==> src/design/daf_pkg.sv <==
// Shared types and constants for the distance alpha fade pipeline.
package daf_pkg;

  localparam int IDX_W     = 16;
  localparam int COORD_W   = 32;
  localparam int ALPHA_W   = 16;
  localparam int SUM_W     = 2 * COORD_W;
  localparam int REM_W     = COORD_W + 4;
  localparam int PROD_W    = COORD_W + ALPHA_W;
  localparam int SQRT_CELLS = COORD_W;
  localparam int DIV_CELLS  = ALPHA_W;
  localparam int CFG_IDX_W = 2;

  typedef enum logic [CFG_IDX_W-1:0] {
    REG_FADE_START  = 2'd0,
    REG_FADE_END    = 2'd1,
    REG_START_ALPHA = 2'd2,
    REG_END_ALPHA   = 2'd3
  } cfg_reg_t;

  // Control that travels with each transaction down the chain.
  typedef struct packed {
    logic             valid;
    logic [IDX_W-1:0] idx;
    logic             below_start;
    logic             beyond_end;
  } side_t;

endpackage

==> src/design/daf_div_cell.sv <==
// One restoring division cell: resolves one quotient bit per cycle.
module daf_div_cell (
  input  logic                         clk,
  input  logic                         rst,
  input  logic [daf_pkg::COORD_W-1:0]  den,
  input  daf_pkg::side_t               side_in,
  input  logic [daf_pkg::COORD_W-1:0]  rem_in,
  input  logic [daf_pkg::ALPHA_W-1:0]  low_in,
  input  logic [daf_pkg::ALPHA_W-1:0]  quo_in,
  output daf_pkg::side_t               side_out,
  output logic [daf_pkg::COORD_W-1:0]  rem_out,
  output logic [daf_pkg::ALPHA_W-1:0]  low_out,
  output logic [daf_pkg::ALPHA_W-1:0]  quo_out
);
  import daf_pkg::*;

  logic [COORD_W:0] rem_try;
  logic [COORD_W:0] diff;
  logic             fits;

  always_comb begin
    rem_try = {rem_in, low_in[ALPHA_W-1]};
    diff    = rem_try - {1'b0, den};
    fits    = (rem_try >= {1'b0, den});
  end

  always_ff @(posedge clk) begin
    if (rst) begin
      side_out.valid <= 1'b0;
    end else begin
      side_out.valid <= side_in.valid;
    end
    side_out.idx         <= side_in.idx;
    side_out.below_start <= side_in.below_start;
    side_out.beyond_end  <= side_in.beyond_end;
    rem_out <= fits ? diff[COORD_W-1:0] : rem_try[COORD_W-1:0];
    low_out <= {low_in[ALPHA_W-2:0], 1'b0};
    quo_out <= {quo_in[ALPHA_W-2:0], fits};
  end

endmodule

==> config.mk <==
export PLATFORM = sky130hd
export DESIGN_NAME = daf_div_cell
export DESIGN_NICKNAME = d
export VERILOG_FILES = /design/src/design/daf_pkg.sv /design/src/design/daf_div_cell.sv
export SDC_FILE = /design/constraint.sdc
export NUM_CORES = 1
export LEC_CHECK = 0
export BUFFER_PORTS_ARGS = -buffer_cell sky130_fd_sc_hd__buf_2
export CELL_PAD_IN_SITES_DETAIL_PLACEMENT = 0
export CELL_PAD_IN_SITES_GLOBAL_PLACEMENT = 1
export CORE_UTILIZATION = 29
export CTS_CLUSTER_DIAMETER = 50
export DETAILED_ROUTE_END_ITERATION = 7
export GPL_ROUTABILITY_DRIVEN = 0
export GPL_TIMING_DRIVEN = 0
export PLACE_DENSITY_LB_ADDON = 0.3
export SYNTH_ARGS = -nofsm -noshare
export SYNTH_HDL_FRONTEND = slang
export SYNTH_SLANG_ARGS = --single-unit
==> constraint.sdc <==
create_clock -name clk -period 2.9 [get_ports clk]
set_input_delay 0.29 -clock clk [delete_from_list [all_inputs] [get_ports clk]]
set_output_delay 0.29 -clock clk [all_outputs]
set_load 0.03 [all_outputs]
==> impl_metrics.py, run 1 <==
metrics = {
    "die": {
        "dieArea_um2": 13800,
        "die_x_um": 118,
        "num_rows": 41,
        "initial_core_util_pct": 30.2,
        "fp.coreArea_um2": 12800,
        "ios": 200,
        "die_y_um": 118,
    },
    "cells_and_area": {
        "drive_gt1_share_pct": 41.2,
        "finish.instance_area_um2": 5740,
        "layout_commonest_cell": "buf_2",
        "fin_util_pct": 44.7,
        "num_antenna_cells": 0,
        "final_cell_mix": "190 x buf_2, 82 x dfxtp_1, 53 x a21oi_1",
        "final_nets": 802,
        "fin_cells": 829,
        "fill_cells": 1285,
        "syn_to_final_growth_pct": 48.3,
    },
    "routing": {
        "drc_errors": 0,
        "vias_per_cell": 4.55,
        "drt_iter0_drc": 145,
        "vias": 3770,
        "wl_per_cell_um": 13.7,
        "wl_um": 11400,
        "dr.pass1.iters": 4,
        "antenna_left": 0,
    },
    "power_and_ir_drop": {
        "pwr-share-comb_pct": 32.7,
        "swShare_pct": 34.1,
        "p_sw_w": 0.00119,
        "power_density_nw_per_um2": 608,
        "power.internal_w": 0.00230,
        "clockPowerShare_pct": 30.3,
        "power_w": 0.00349,
        "ir_worst_vdd_uv": 234,
        "leakagePower_nw": 2.84,
        "power.sequential.fraction_pct": 37.0,
    },
    "sta": {
        "slew_viol_final": 0,
        "relSlewSlack_pct": 58.6,
        "fmax_mhz": 358,
        "fin_hold_ws_ps": 49.7,
        "post-route-min-period_ps": 2790,
        "finalSetupViolCount": 0,
        "timing.final.crit_share_pct": 96.3,
        "finalHoldViolations": 0,
        "worst_pin_slew_ps": 618,
    },
    "min_path": {
        "whs_path_depth": 1,
        "hp-class": "input port to flip-flop",
        "hp-start": "side_in[7]",
        "min_to": "side_out[7]",
    },
    "cts": {
        "cts_buffers": 9,
        "clock_path_buffers": 2,
        "root_buffer": "clkbuf_16",
        "cts_tree": "built",
        "clk_pin_slew_worst_paths_ps": 70,
        "cts_sinks": 82,
        "cts_max_level": 3,
        "ctsHoldBuffers": 0,
    },
    "job": {
        "drv_cap": 0,
    },
    "placement": {
        "dp_hpwl_um": 8930,
        "place_area_um2": 5070,
        "dp.cells": 799,
        "port_buffers": 197,
    },
    "global_route": {
        "grt_pass1_wl_um": 18000,
        "grt-ovfl-total": 0,
        "grt_max_degree": 16,
        "grt_pass1_vias": 3681,
        "grt_use_total_pct": 16.6,
        "antenna_found_initial": 0,
    },
    "worst_setup_path": {
        "path_delay_family": "compound AO/OA/AOI/OAI gates",
        "critical_path_class": "input port to flip-flop",
        "path_cells": "buf_2 > ha_2 > nand4_1 > or4_1 > a21oi_2 > nor3_4 > a211oi_4 > o21ai_4 > o31ai_4 > buf_6 > mux2_1",
        "cp-start-kind": "input port",
        "critical_path_buf_inv_count": 2,
        "cp_data_arrival_time_ps": 3020,
        "required_ps": 3130,
        "slowest_delay_ps": 550,
        "cp-end-kind": "flip-flop",
        "crit_fanout": 6,
        "critPathSlowestCell": "or4_1",
        "cp-startpoint": "rem_in[5]",
    },
    "yosys": {
        "synthArstFlopShare_pct": 0,
        "syn-num-nets": 580,
        "ys_ff_latch": 82,
        "synthXorXnorAreaFrac_pct": 6.11,
        "synth_cell_types": 49,
        "synth_adder_area_share_pct": 10.9,
        "ys_warn_count": 0,
        "synth-main-ff-cell": "dfxtp_1",
        "yosysSeqAreaShare_pct": 42.4,
        "synth-simple-area-share_pct": 12.2,
        "synth_edf_count": 0,
        "synth_top_family_by_area": "compound AO/OA/AOI/OAI gates",
        "muxShareOfSynthArea_pct": 3.17,
        "syn_inst": 430,
        "synth_area_per_cell_um2": 9.00,
        "synth_compound_area_share_pct": 18.9,
        "syn_area_um2": 3870,
    },
    "outcome": {
        "status": "finished clean",
    },
}
how the worst max path moves through the flow:
| stage | to | slack, ps | depth (start not counted) |
|---|---|---|---|
| 2_1_floorplan | rem_out[13] | 20 | 12 |
| 3_3_place_gp | rem_out[13] | -690 | 13 |
| 3_5_place_dp | rem_out[13] | -700 | 13 |
| 4_1_cts | rem_out[13] | 7 | 13 |
| 5_1_grt | rem_out[10] | -4 | 11 |
| 6_report | rem_out[30] | 110 | 11 |
cells by family (layout without fill, tap and decap cells):
family | Yosys count | in the layout
AO/OA/AOI/OAI | 119 | 119
XOR/XNOR | 27 | 27
adder cells (fa/ha/maj) | 33 | 33
multiplexers | 11 | 11
other | 1 | 1
AND/OR/NAND/NOR | 100 | 100
buffers and inverters | 57 | 284
flip-flops | 82 | 82
final cells by class:
type / instances / area, um2 / share of cell area (%)
Inverter: 38 / 143 / 2.49
Sequential cell: 82 / 1640 / 28.6
Clock buffer: 10 / 229 / 3.99
Multi-Input combinational cell: 291 / 2160 / 37.6
Tap cell: 172 / 215 / 3.75
Timing Repair Buffer: 213 / 1160 / 20.3
Clock inverter: 6 / 51.3 / 0.894
Buffer: 17 / 138 / 2.40
sequential cells by signal (all words and copies together) (netlist names):
register / flops
low_out: 15
rem_out: 32
side_out: 19
quo_out: 16
stage by stage:
stage	setup WS, ps	TNS (ps)
global route	-4.38	-7.07
floorplan	18.2	0
global placement	-691	-18860
finish	107	0
CTS	7.41	0
detailed placement	-701	-19380
power groups by stage:
stage	sequential, W	combinational, W	clock, W
final	0.00129	0.00114	0.00106
after CTS	0.00129	0.00105	0.00110
after detailed placement	0.00131	0.00104	0
after floorplan	0.00160	0.000431	0
after global placement	0.00131	0.00103	0
after global routing	0.00130	0.00123	0.00115
cell usage after synthesis, drive strengths merged, types with 2 or more instances:
library cell / count / area (um2)
a211oi: 4 / 35.0
a21o: 12 / 90.1
a21oi: 56 / 280
a2bb2oi: 2 / 17.5
a31oi: 5 / 31.3
and2: 2 / 12.5
and4: 2 / 17.5
buf: 12 / 70.1
clkbuf: 7 / 27.5
dfxtp: 82 / 1640
ha: 32 / 400
inv: 38 / 143
mux2: 10 / 113
nand2: 26 / 97.6
nand2b: 3 / 18.8
nand3: 8 / 40.0
nand4: 8 / 50.1
nor2: 35 / 131
nor2b: 4 / 25.0
nor3: 2 / 10.0
nor4: 4 / 25.0
o211ai: 4 / 30.0
o21a: 6 / 45.0
o21ai: 18 / 93.8
o21bai: 3 / 22.5
o22ai: 2 / 12.5
o31ai: 2 / 28.8
or4: 2 / 15.0
xnor2: 15 / 131
xor2: 12 / 105
what timing repair did:
action | 4_1_cts | 5_1_grt
pin swaps | 2 | 12
setup endpoints to repair | 33 | 33
resized for setup | 4 | 67
buffers inserted | 1 | 14
gates cloned | 0 | 1
routing by layer:
layer  vias to the layer above  GRT usage (%)  share of wire, %
li1                       1931              -                 -
met1                      1655           20.8                47
met4                         0           8.01               2.6
met2                       164           27.1                45
met5                         -              0                 0
met3                        20           3.39               5.8
No activity file was read; power rests on OpenSTA's default activity.
==> inputs of run 2 (changes only) <==
==> constraint.sdc (replaced) <==
create_clock -name clk -period 2.9 [get_ports clk]
set_input_delay 0 -clock clk [delete_from_list [all_inputs] [get_ports clk]]
set_output_delay 0 -clock clk [all_outputs]
set_load 0.03 [all_outputs]
==> run 2 against run 1 <==
Compared with the run above: core utilization increased by 3.9 points; combinational power about the same; sequential power about the same; global-route usage increased by 1.8 points; clock-buffer cell count unchanged; via count increased by 7.7%; wire length increased by 10%; largest cell class unchanged; critical path depth unchanged; design area increased by 8.6%; clock power increased by 11%; die area unchanged; first-iteration DRC count decreased by 0.69%.
==> impl_metrics.py, run 2 (synthesized netlist as in run 1, its figures left out) <==
metrics = {
    "outcome": {
        "status": "finished clean",
    },
    "worst_setup_path": {
        "cp-end-kind": "flip-flop",
        "cp_data_arrival_time_ps": 2860,
        "critPathSlowestCell": "dlygate4sd3_1",
        "slowest_delay_ps": 530,
        "cp-start-kind": "input port",
        "path_delay_family": "simple AND/OR/NAND/NOR gates",
        "crit_fanout": 6,
        "required_ps": 3130,
        "critical_path_buf_inv_count": 3,
        "critical_path_class": "input port to flip-flop",
        "path_cells": "dlygate4sd3_1 > buf_2 > ha_1 > nand3_1 > or4_1 > nor4_2 > nor4_1 > o21a_1 > o31ai_4 > buf_4 > mux2_2",
    },
    "min_path": {
        "hp-class": "input port to flip-flop",
    },
    "power_and_ir_drop": {
        "ir_worst_vdd_uv": 235,
        "power.internal_w": 0.00241,
        "swShare_pct": 33.1,
        "power_w": 0.00361,
        "power.sequential.fraction_pct": 35.9,
        "clockPowerShare_pct": 32.7,
        "leakagePower_nw": 3.08,
        "pwr-share-comb_pct": 31.5,
        "power_density_nw_per_um2": 579,
        "p_sw_w": 0.00119,
    },
    "sta": {
        "worst_pin_slew_ps": 553,
        "finalHoldViolations": 0,
        "fin_ws_ps": 267,
        "post-route-min-period_ps": 2630,
        "rsz0062_at_grt": "false",
        "slew_viol_final": 0,
        "relSlewSlack_pct": 63.0,
        "finalSetupViolCount": 0,
        "finalSetupTns_ps": 0,
        "fmax_mhz": 380,
        "timing.final.crit_share_pct": 90.8,
    },
    "cells_and_area": {
        "layout_commonest_cell": "buf_2",
        "largest_reg_flops": 32,
        "regArea_um2": 1640,
        "final_nets": 869,
        "syn_to_final_growth_pct": 61.1,
        "num_antenna_cells": 0,
        "drive_gt1_share_pct": 33.1,
        "multi_input_area_um2": 2000,
        "reg.largest.list": "rem_out x32, side_out x19, quo_out x16",
        "fin_cells": 896,
        "largest_register": "rem_out",
        "fill_cells": 1235,
        "final_cell_mix": "205 x buf_2, 83 x dlygate4sd3_1, 82 x dfxtp_1",
    },
    "cts": {
        "cts_tree": "built",
        "cts_buffers": 9,
        "cts_sinks": 82,
        "cts_max_level": 3,
        "root_buffer": "clkbuf_16",
        "clk_pin_slew_worst_paths_ps": 70,
        "clock_path_buffers": 2,
    },
    "routing": {
        "drc_errors": 0,
        "vias_per_cell": 4.53,
        "vias": 4059,
        "wl_um": 12600,
        "antenna_left": 0,
        "dr.pass1.iters": 4,
        "wl_per_cell_um": 14.0,
        "drt_iter0_drc": 144,
    },
    "die": {
        "fp.coreArea_um2": 12800,
        "dieArea_um2": 13800,
        "num_rows": 41,
        "die_x_um": 118,
        "ios": 200,
        "die_y_um": 118,
        "initial_core_util_pct": 30.2,
    },
    "global_route": {
        "grt_use_total_pct": 18.4,
        "grt_pass1_vias": 4101,
        "grt-ovfl-total": 0,
        "antenna_found_initial": 0,
        "grt_max_degree": 16,
        "grt_pass1_wl_um": 20100,
    },
    "placement": {
        "dp.cells": 799,
        "dp_hpwl_um": 9150,
        "port_buffers": 197,
        "dp_slack_ps": -530,
    },
    "job": {
        "drv_cap": 0,
    },
}
## run 2: cell types whose count changed in the layout (fill, tap and decap cells not counted), sizes merged
cell / change
dlygate4sd3: +83
clkinvlp: -1
bufinv: +1
buf: -14
clkbuf: -2
## run 2: stage by stage
step | cell area (um2) | hold slack [ps] | util (%)
2_1_floorplan | 3870 | 27.7 | -
3_3_place_gp | 5070 | 102 | 39.5
3_5_place_dp | 5070 | 104 | 39.5
4_1_cts | 6230 | 3.32 | 48.6
5_1_grt | 6230 | 43.8 | 48.6
6_report | 6230 | 22.3 | 48.6
## run 2: final timing paths
path                        from    endpoint  slack [ps]  cells past startpoint
worst min-delay path      den[0]  rem_out[0]          20                      3
worst max-delay path  rem_in[28]  rem_out[6]         270                     11
## run 2: routing by layer
| layer | vias up | GRT usage [%] | wire length (um) |
|---|---|---|---|
| met5 | - | 0 | 0 |
| met4 | 0 | 7.05 | 285 |
| met3 | 19 | 4.36 | 744 |
| met2 | 161 | 32.1 | 5950 |
| met1 | 1812 | 21.7 | 5580 |
| li1 | 2067 | - | - |
## run 2: power by group through the flow
stage               Sequential (W)  Clock, W  Combinational [W]
floorplan                  0.00160         0           0.000431
global placement           0.00131         0            0.00104
detailed placement         0.00132         0            0.00104
CTS                        0.00129   0.00122            0.00113
global route               0.00131   0.00128            0.00123
finish                     0.00129   0.00118            0.00113
## run 2: final cells by class
class,instances,area share [%]
clock inverter,6,1.18
buffer,15,1.39
timing repair buffer,282,29.4
sequential,82,26.3
multi-input combinational,291,32.1
inverter,38,2.29
tap,172,3.45
clock buffer,10,3.84
## run 2: what timing repair did
action | CTS | global route
resized for setup | 0 | 4
hold buffers | 83 | 0
buffers inserted | 2 | 0
endpoints found under the hold margin | 81 | 0
endpoints found under the setup margin | 25 | 33
pin swaps | 1 | 0
