**src/design/daf_pkg.sv**
```systemverilog
// Shared types and constants for the distance alpha fade pipeline.
package daf_pkg;

  localparam int IDX_W     = 16;
  localparam int COORD_W   = 32;
  localparam int ALPHA_W   = 16;
  localparam int SUM_W     = 2 * COORD_W;
  localparam int REM_W     = COORD_W + 4;
  localparam int PROD_W    = COORD_W + ALPHA_W;
  localparam int SQRT_CELLS = COORD_W;
  localparam int DIV_CELLS  = ALPHA_W;
  localparam int CFG_IDX_W = 2;

  typedef enum logic [CFG_IDX_W-1:0] {
    REG_FADE_START  = 2'd0,
    REG_FADE_END    = 2'd1,
    REG_START_ALPHA = 2'd2,
    REG_END_ALPHA   = 2'd3
  } cfg_reg_t;

  // Control that travels with each transaction down the chain.
  typedef struct packed {
    logic             valid;
    logic [IDX_W-1:0] idx;
    logic             below_start;
    logic             beyond_end;
  } side_t;

endpackage

```
**src/design/daf_sqrt_cell.sv**
```systemverilog
// One restoring square-root cell: resolves one root bit from two radicand bits.
module daf_sqrt_cell (
  input  logic                         clk,
  input  logic                         rst,
  input  daf_pkg::side_t               side_in,
  input  logic [daf_pkg::SUM_W-1:0]    rad_in,
  input  logic [daf_pkg::REM_W-1:0]    rem_in,
  input  logic [daf_pkg::COORD_W-1:0]  root_in,
  output daf_pkg::side_t               side_out,
  output logic [daf_pkg::SUM_W-1:0]    rad_out,
  output logic [daf_pkg::REM_W-1:0]    rem_out,
  output logic [daf_pkg::COORD_W-1:0]  root_out
);
  import daf_pkg::*;

  logic [REM_W-1:0] rem_try;
  logic [REM_W-1:0] trial;
  logic             fits;

  always_comb begin
    rem_try = {rem_in[REM_W-3:0], rad_in[SUM_W-1:SUM_W-2]};
    trial   = {2'b00, root_in, 2'b01};
    fits    = (rem_try >= trial);
  end

  always_ff @(posedge clk) begin
    if (rst) begin
      side_out.valid <= 1'b0;
    end else begin
      side_out.valid <= side_in.valid;
    end
    side_out.idx         <= side_in.idx;
    side_out.below_start <= side_in.below_start;
    side_out.beyond_end  <= side_in.beyond_end;
    rad_out  <= {rad_in[SUM_W-3:0], 2'b00};
    rem_out  <= fits ? (rem_try - trial) : rem_try;
    root_out <= {root_in[COORD_W-2:0], fits};
  end

endmodule

```
**config.mk**
```make
export PLATFORM = sky130hd
export DESIGN_NAME = daf_sqrt_cell
export DESIGN_NICKNAME = d
export VERILOG_FILES = /design/src/design/daf_pkg.sv /design/src/design/daf_sqrt_cell.sv
export SDC_FILE = /design/constraint.sdc
export NUM_CORES = 1
export LEC_CHECK = 0
export BUFFER_PORTS_ARGS = -buffer_cell sky130_fd_sc_hd__buf_2
export CORE_AREA = 2 2 120 122
export CTS_CLUSTER_DIAMETER = 200
export CTS_CLUSTER_SIZE = 10
export DETAILED_ROUTE_END_ITERATION = 10
export DIE_AREA = 0 0 122 124
export PLACE_DENSITY_LB_ADDON = 0.2
export SLEW_MARGIN = 30
export SYNTH_ARGS = -nofsm -noshare
export SYNTH_HDL_FRONTEND = slang
export SYNTH_SLANG_ARGS = --single-unit
```
**constraint.sdc**
```tcl
create_clock -name clk -period 2.7 [get_ports clk]
set_clock_uncertainty 0.15 [all_clocks]
set_input_delay 0.135 -clock clk [delete_from_list [all_inputs] [get_ports clk]]
set_output_delay 0.135 -clock clk [all_outputs]
set_load 0.05 [all_outputs]
```
==> run summary, run 1 <==
The flow ran to the end, and the final reports show no timing, DRC or antenna violations. sky130_fd_sc_hd__dfxtp_1 takes more of the synthesized area than any other cell. The post-layout minimum cycle time came out at 2600 ps. The synthesis-stage register bit count is about 150.

The initial standard-cell utilization of the core is 0.407. Setup slack closes at 97.1 ps. TritonCTS built the clock tree. The number of buffers inserted by port buffering came out at 299. The area growth from synthesis to layout is 71.5%. The proportion of synthesized chip area in sequential cells came out at 0.534. Yosys attributes the largest share of cell area to sky130_fd_sc_hd__dfxtp_1 53%, sky130_fd_sc_hd__ha_1 7.6%, sky130_fd_sc_hd__nand2_1 4.2%. The setup TNS after final layout is 0 ps. The cell area after layout is roughly 0.0096 mm2.

The worst setup path is of the input pin to flop kind. The final layout contains 1221 nets. The post-placement cell area came out at 0.00732 mm2. The ratio of final minimum period to clock period came out at 0.964. For this run the aggregate overflow at the end of global routing stands at 0. The distinct cell type count of the synthesized netlist came out at 58. The H-tree depth came out at 4. The clock transition time at the flip-flop clock pins of the worst setup and hold paths is 70 ps.

The count of boundary I/O pins is 304. The static leakage came out at between 4 and 5 nW. The worst-case setup slack after placement came out at between 100 and 150 ps.

Counting the fill cells in the layout gives 1003. STA classifies the critical path endpoint as a flop. The wire length after detailed routing is 19900 um. The data arrival time of the critical path is 2770 ps. The area of the die came out at approximately 0.015 mm2.

The smallest hold slack came out at 134 ps. Of the cells placed in the final design, the portion with a size suffix greater than 1 is 0.379. Based on the critical path, the design can be clocked at up to roughly 380 MHz. The top fanout value on the critical path is 5. The cell count after synthesis came out at 562. The final count of pins violating max slew came to 0. CTS placed an instance of sky130_fd_sc_hd__clkbuf_16 at the clock tree root.

The power density of the placed cells is 709 mW/mm2. The worst setup path is launched from an input pin. The most used flip-flop cell after synthesis is sky130_fd_sc_hd__dfxtp_1.

After the first detailed-routing iteration, the DRC count stood at 269. The data required time of the worst path came out at 2860 ps. The post-synthesis async set-or-reset flop share came out at 0. The final hold violation count is 0. The via count of the first global-routing pass is 5955. The via density per instance came out at 4.82. The length of the first detailed-routing pass in iterations came out at 5.

The total via count in the routed design is between 5000 and 6000. The placeable core area is 0.0137 mm2. The longest clock path from root to sink contains 2 buffers. The total clock sinks came out at 149.

The post-DP HPWL came out at roughly 13000 um. The number of endpoints failing setup at the final stage is 0. Setup repair after global routing could not meet its margin everywhere. In the final routed layout, each cell accounts on average for 16.2 um.

The CTS buffer count is 17. The number of flops mapped to enable cells by yosys is 0. The per-instance average area after synthesis is 9.94 um2. The horizontal die dimension came out at 122 um. The number of warnings reported in the yosys synthesis log came out at 0. The count of antenna-violating nets left after detailed routing came out at 0. The first-pass GRT wire length is ~30000 um. The total standard cell area after synthesis came out at between 0.005 and 0.006 mm2.

The number of antenna violations at the first check in global routing is 2. The number of remaining DRC errors is 0. The weighted congestion at the end of routability-driven global placement is 0.913. The total global-route track usage is 0.253. The worst-case IR drop observed on VDD is 0.384 mV. The max-capacitance violation count is 0. The share of synthesized area in the top cell type comes to 0.534. In this run the worst hold path is classified as input pin to flop.

The floorplan step set the die height to around 120 um. The pin count of the biggest net entering global routing is 29. The row count came out at 43.
state kept, by name, indices dropped and copies added (netlist names):
name / cells
rad_out: 62
rem_out: 36
root_out: 32
side_out: 19
stage by stage:
step                utilization  power, mW  std cells
global route              0.698       7.04       1229
CTS                       0.683       6.73       1218
global placement          0.533       4.29       1037
finish                    0.698       6.80       1229
floorplan                     -       3.81        563
detailed placement        0.533       4.31       1037
cells in the final DEF, fill, tap and decap left out, drive strengths merged, types with 2 or more instances in the layout:
master and instances:
a31oi 4, dlygate4sd3 149, a21o 7, o21a 5, nor2 16, diode 2, clkbuf 18, o211ai 5
inv 50, a21boi 2, dfxtp 149, xor2 15, nor3 13, a221oi 2, nand4 14, o31ai 2
nor4 2, a21oi 36, nand2b 6, nor2b 4, buf 327, xnor2 17, o2111ai 2, o21bai 5
nand3 7, clkinv 6, nand2 66, o21ai 58, ha 34, and3 4, a211oi 2, conb 2
and2 2
timing repair:
item | 4_1_cts | 5_1_grt
setup endpoints to repair | 0 | 36
setup buffers | 0 | 9
hold buffers | 149 | 0
resized for setup | 0 | 31
hold endpoints to repair | 148 | 0
cell usage after synthesis, drive strengths merged, types with 6 or more instances:
master	instances
o21ai	58
nor3	13
a21o	7
inv	43
clkbuf	6
nand4	14
xor2	15
xnor2	17
nand3	7
nor2	16
buf	18
nand2	66
a21oi	36
nand2b	6
dfxtp	149
ha	34
final timing paths:
path | slack [ps] | from | cells past startpoint | endpoint
min | 130 | rem_in[12] | 4 | rem_out[14]
max | 100 | root_in[17] | 12 | rem_out[35]
final cells by class:
class | count | area, um2 | area share
inverter | 43 | 161 | 0.0168
sequential | 149 | 2980 | 0.311
clock buffer | 18 | 429 | 0.0448
timing repair buffer | 476 | 3220 | 0.336
tap | 180 | 225 | 0.0235
clock inverter | 14 | 139 | 0.0145
multi-input combinational | 347 | 2420 | 0.252
antenna | 2 | 5.00 | 0.000522
power breakdown:
part / internal, mW / leakage, nW / switching [mW]
clock network: 1.22 / 0.274 / 1.06
logic: 0.666 / 3.05 / 1.38
registers: 2.42 / 1.26 / 0.0565
critical path: stages:
cell and delay (ps):
sky130_fd_sc_hd__dlygate4sd3_1 530, sky130_fd_sc_hd__buf_2 120, sky130_fd_sc_hd__inv_1 50, sky130_fd_sc_hd__ha_2 300, sky130_fd_sc_hd__and4_2 280, sky130_fd_sc_hd__nand2_2 120, sky130_fd_sc_hd__o221ai_2 120, sky130_fd_sc_hd__nor3_2 180
sky130_fd_sc_hd__o2111ai_2 180, sky130_fd_sc_hd__a311oi_2 280, sky130_fd_sc_hd__o21ai_1 120, sky130_fd_sc_hd__mux2_1 320
per-layer routing:
metal  GRT usage  wire (um)  up-vias
met3      0.0559       1110       54
met4       0.127        707        0
met5           0          0        -
met2       0.484      10600      217
met1       0.259       7500     2778
li1            -          -     2870
cells by family (layout without fill, tap and decap cells):
kind of cell               count (synthesis)  in the layout  share of synthesized area
muxes                                      1              1                    0.00202
DFF                                      149            149                      0.534
AOI/OAI and AO/OA                        141            141                      0.157
buffers and inverters                     67            551                     0.0556
adders and majority gates                 34             34                     0.0762
xor gates and xnor gates                  32             32                     0.0502
other                                      1              4                   0.000671
and+or+nand+nor                          137            137                      0.124
No activity file was read; power rests on OpenSTA's default activity.
==> inputs of run 2 (changes only) <==
--- a/config.mk
+++ b/config.mk
@@ -6,11 +6,12 @@
 export NUM_CORES = 1
 export LEC_CHECK = 0
 export BUFFER_PORTS_ARGS = -buffer_cell sky130_fd_sc_hd__buf_2
-export CORE_AREA = 2 2 120 122
+export CORE_ASPECT_RATIO = 0.5
+export CORE_MARGIN = 2
+export CORE_UTILIZATION = 44
 export CTS_CLUSTER_DIAMETER = 200
 export CTS_CLUSTER_SIZE = 10
 export DETAILED_ROUTE_END_ITERATION = 10
-export DIE_AREA = 0 0 122 124
 export PLACE_DENSITY_LB_ADDON = 0.2
 export SLEW_MARGIN = 30
 export SYNTH_ARGS = -nofsm -noshare
==> run 2 against run 1 <==
Compared with the run above:
- worst hold slack got worse by 43 ps
- sequential share of layout area rose by 0.37 points
- sequential cell count unchanged
- sequential power hardly changed
- first-iteration DRC count fell by 3.7%
- critical endpoint unchanged
- die area down 9.7%
- final cell count down 1.9%
- total power decreased by 1.2%
==> run summary, run 2 (same netlist as run 1, synthesis figures left out) <==
The run finished with clean final reports. The final count of pins violating max slew is 0 (unchanged). The ratio of cells with drive above 1 in the final layout came out at 0.368 (-0.0114). The routed wirelength normalized by instance count was 15.0 um (-7.2%).

The initial standard-cell utilization of the core came out at 0.446 (+0.0391). The count of antenna-violating nets left after detailed routing is 0 (unchanged). The post-layout total power came out at 6.71 mW (-1.2%). Clock tree synthesis selected as its root buffer the cell sky130_fd_sc_hd__clkbuf_16. The kind of start point of the critical path is an input pin. The wire length after detailed routing is 18100 um (-8.9%). The ratio of final minimum period to clock period came out at 0.972 (+0.00823). The horizontal die dimension is 163 um (+34%). The final global-route overflow total came out at 0 (unchanged). The length of the first detailed-routing pass in iterations is 5 (unchanged).

The row count came out at 29 (-33%). The net count of the finished layout came to 1210 (-0.90%). The least setup slack across all paths after layout came to 74.9 ps (-22.2 ps). The number of remaining DRC errors is 0 (unchanged). The post-DP HPWL came to 11900 um (-9.4%). The die extent in y came out at 83.7 um (-33%).

The maximum resistive drop on vdd came out at 0.504 mV (+31%). The power density of the placed cells came out at 709 mW/mm2 (about the same). The static leakage was 4.53 nW (-1.1%). The max-capacitance violation count was 0 (unchanged). The data arrival time of the critical path is 2780 ps (about the same).

The pin count of the biggest net entering global routing is 26 (-10%). The total via count in the routed design came out at 5807 (-1.9%). The number of buffers inserted by port buffering is 299 (unchanged). The count of boundary I/O pins is 304 (unchanged).

The maximum clock insertion buffer count came out at 2 (unchanged). The placeable core area came out at 0.0125 mm2 (-8.8%). The smallest hold slack is 90.7 ps (-43.5 ps). In the final layout, the registers with the most flip-flops are rad_out: 62 flops, rem_out: 36 flops, root_out: 32 flops. TritonCTS built the clock tree. The via density per instance came out at 4.82 (about the same). The antenna diode count is 0 (-2). The critical path is of the input pin to flop type. The top fanout value on the critical path came out at 5 (unchanged). The worst-case setup slack after placement came out at 13.9 ps (-105 ps). The area of the die is 0.0137 mm2 (-9.7%).

The weighted congestion at the end of routability-driven global placement was 0.848 (-7.2%). The total clock sinks came out at 149 (unchanged). The tightest min-delay check is of the input pin to flop type. The final core area utilization came out at 0.756 (+0.0581).

The via count of the first global-routing pass is 5825 (-2.2%). The data required time of the worst path is 2860 ps (about the same). The total global-route track usage was 0.260 (+0.00680). The clock transition time at the flip-flop clock pins of the worst setup and hold paths is 60 ps (about the same).

The number of flip-flops in the largest register is 62 (unchanged). In the layout the commonest cells are 299 x sky130_fd_sc_hd__buf_2, 149 x sky130_fd_sc_hd__dlygate4sd3_1, 149 x sky130_fd_sc_hd__dfxtp_1, 62 x sky130_fd_sc_hd__nand2_1. The final hold violation count is 0 (unchanged). The number of antenna violations at the first check in global routing is 0 (-2). The post-layout minimum cycle time was 2630 ps (+22.2 ps).

The H-tree depth came out at 4 (unchanged). The CTS buffer count is 17 (unchanged). The peak clock frequency supported by timing is 381 MHz (-0.85%). The number of DRC markers in iteration 0 is 259 (-3.7%). STA classifies the critical path endpoint as a flop. More flip-flops sit in one register than any other, and that register is rad_out. The area growth from synthesis to layout is 69.5%. Setup repair after global routing could not meet its margin everywhere. The number of endpoints failing setup at the final stage is 0 (unchanged). Leaving out fill and tap cells, the most frequent cell in the layout is sky130_fd_sc_hd__buf_2. The first-pass GRT wire length came out at 28200 um (-4.6%).
## run 2: repair_timing
action	4_1_cts	5_1_grt
hold buffers	149	0
setup buffers	0	3
setup endpoints to repair	0	27
resized for setup	0	28
hold endpoints to repair	148	0
## run 2: final timing paths
check	from	to	slack [ps]	cells past startpoint
min	rem_in[14]	rem_out[16]	90	4
max	root_in[1]	rem_out[35]	70	12
## run 2: per-layer routing
metal	GRT usage	up-vias	wire length, um
li1	-	2845	-
met1	0.294	2715	7350
met2	0.484	200	9360
met3	0.0507	47	910
met4	0.0998	0	500
met5	0	-	0
## run 2: per-stage QoR
step	instance area [um2]	std cells	TNS, ps
floorplan	5590	563	0
global placement	7270	1022	0
detailed placement	7270	1022	0
CTS	9320	1203	0
global route	9470	1206	-16.2
finish	9470	1206	0
## run 2: cell type report
cell class / count / area, um2
clock buffer: 18 / 429
clock inverter: 14 / 135
fill: 882 / 3050
inverter: 43 / 161
multi-input combinational: 347 / 2410
sequential: 149 / 2980
tap: 170 / 213
timing repair buffer: 465 / 3140
## run 2: worst max-delay path, stage by stage
cell	delay, ps
sky130_fd_sc_hd__dlygate4sd3_1	540
sky130_fd_sc_hd__buf_2	120
sky130_fd_sc_hd__inv_1	40
sky130_fd_sc_hd__ha_1	350
sky130_fd_sc_hd__o21ai_1	120
sky130_fd_sc_hd__a221oi_2	430
sky130_fd_sc_hd__buf_4	180
sky130_fd_sc_hd__nand2_1	50
sky130_fd_sc_hd__o2111ai_2	120
sky130_fd_sc_hd__a311oi_2	180
sky130_fd_sc_hd__o21ai_1	180
sky130_fd_sc_hd__mux2_1	330
## run 2: power breakdown
part	switching, mW	internal, mW	total, mW
Clock	1.03	1.22	2.25
Combinational	1.35	0.647	2.00
Sequential	0.0515	2.42	2.47
Total	2.43	4.28	6.71
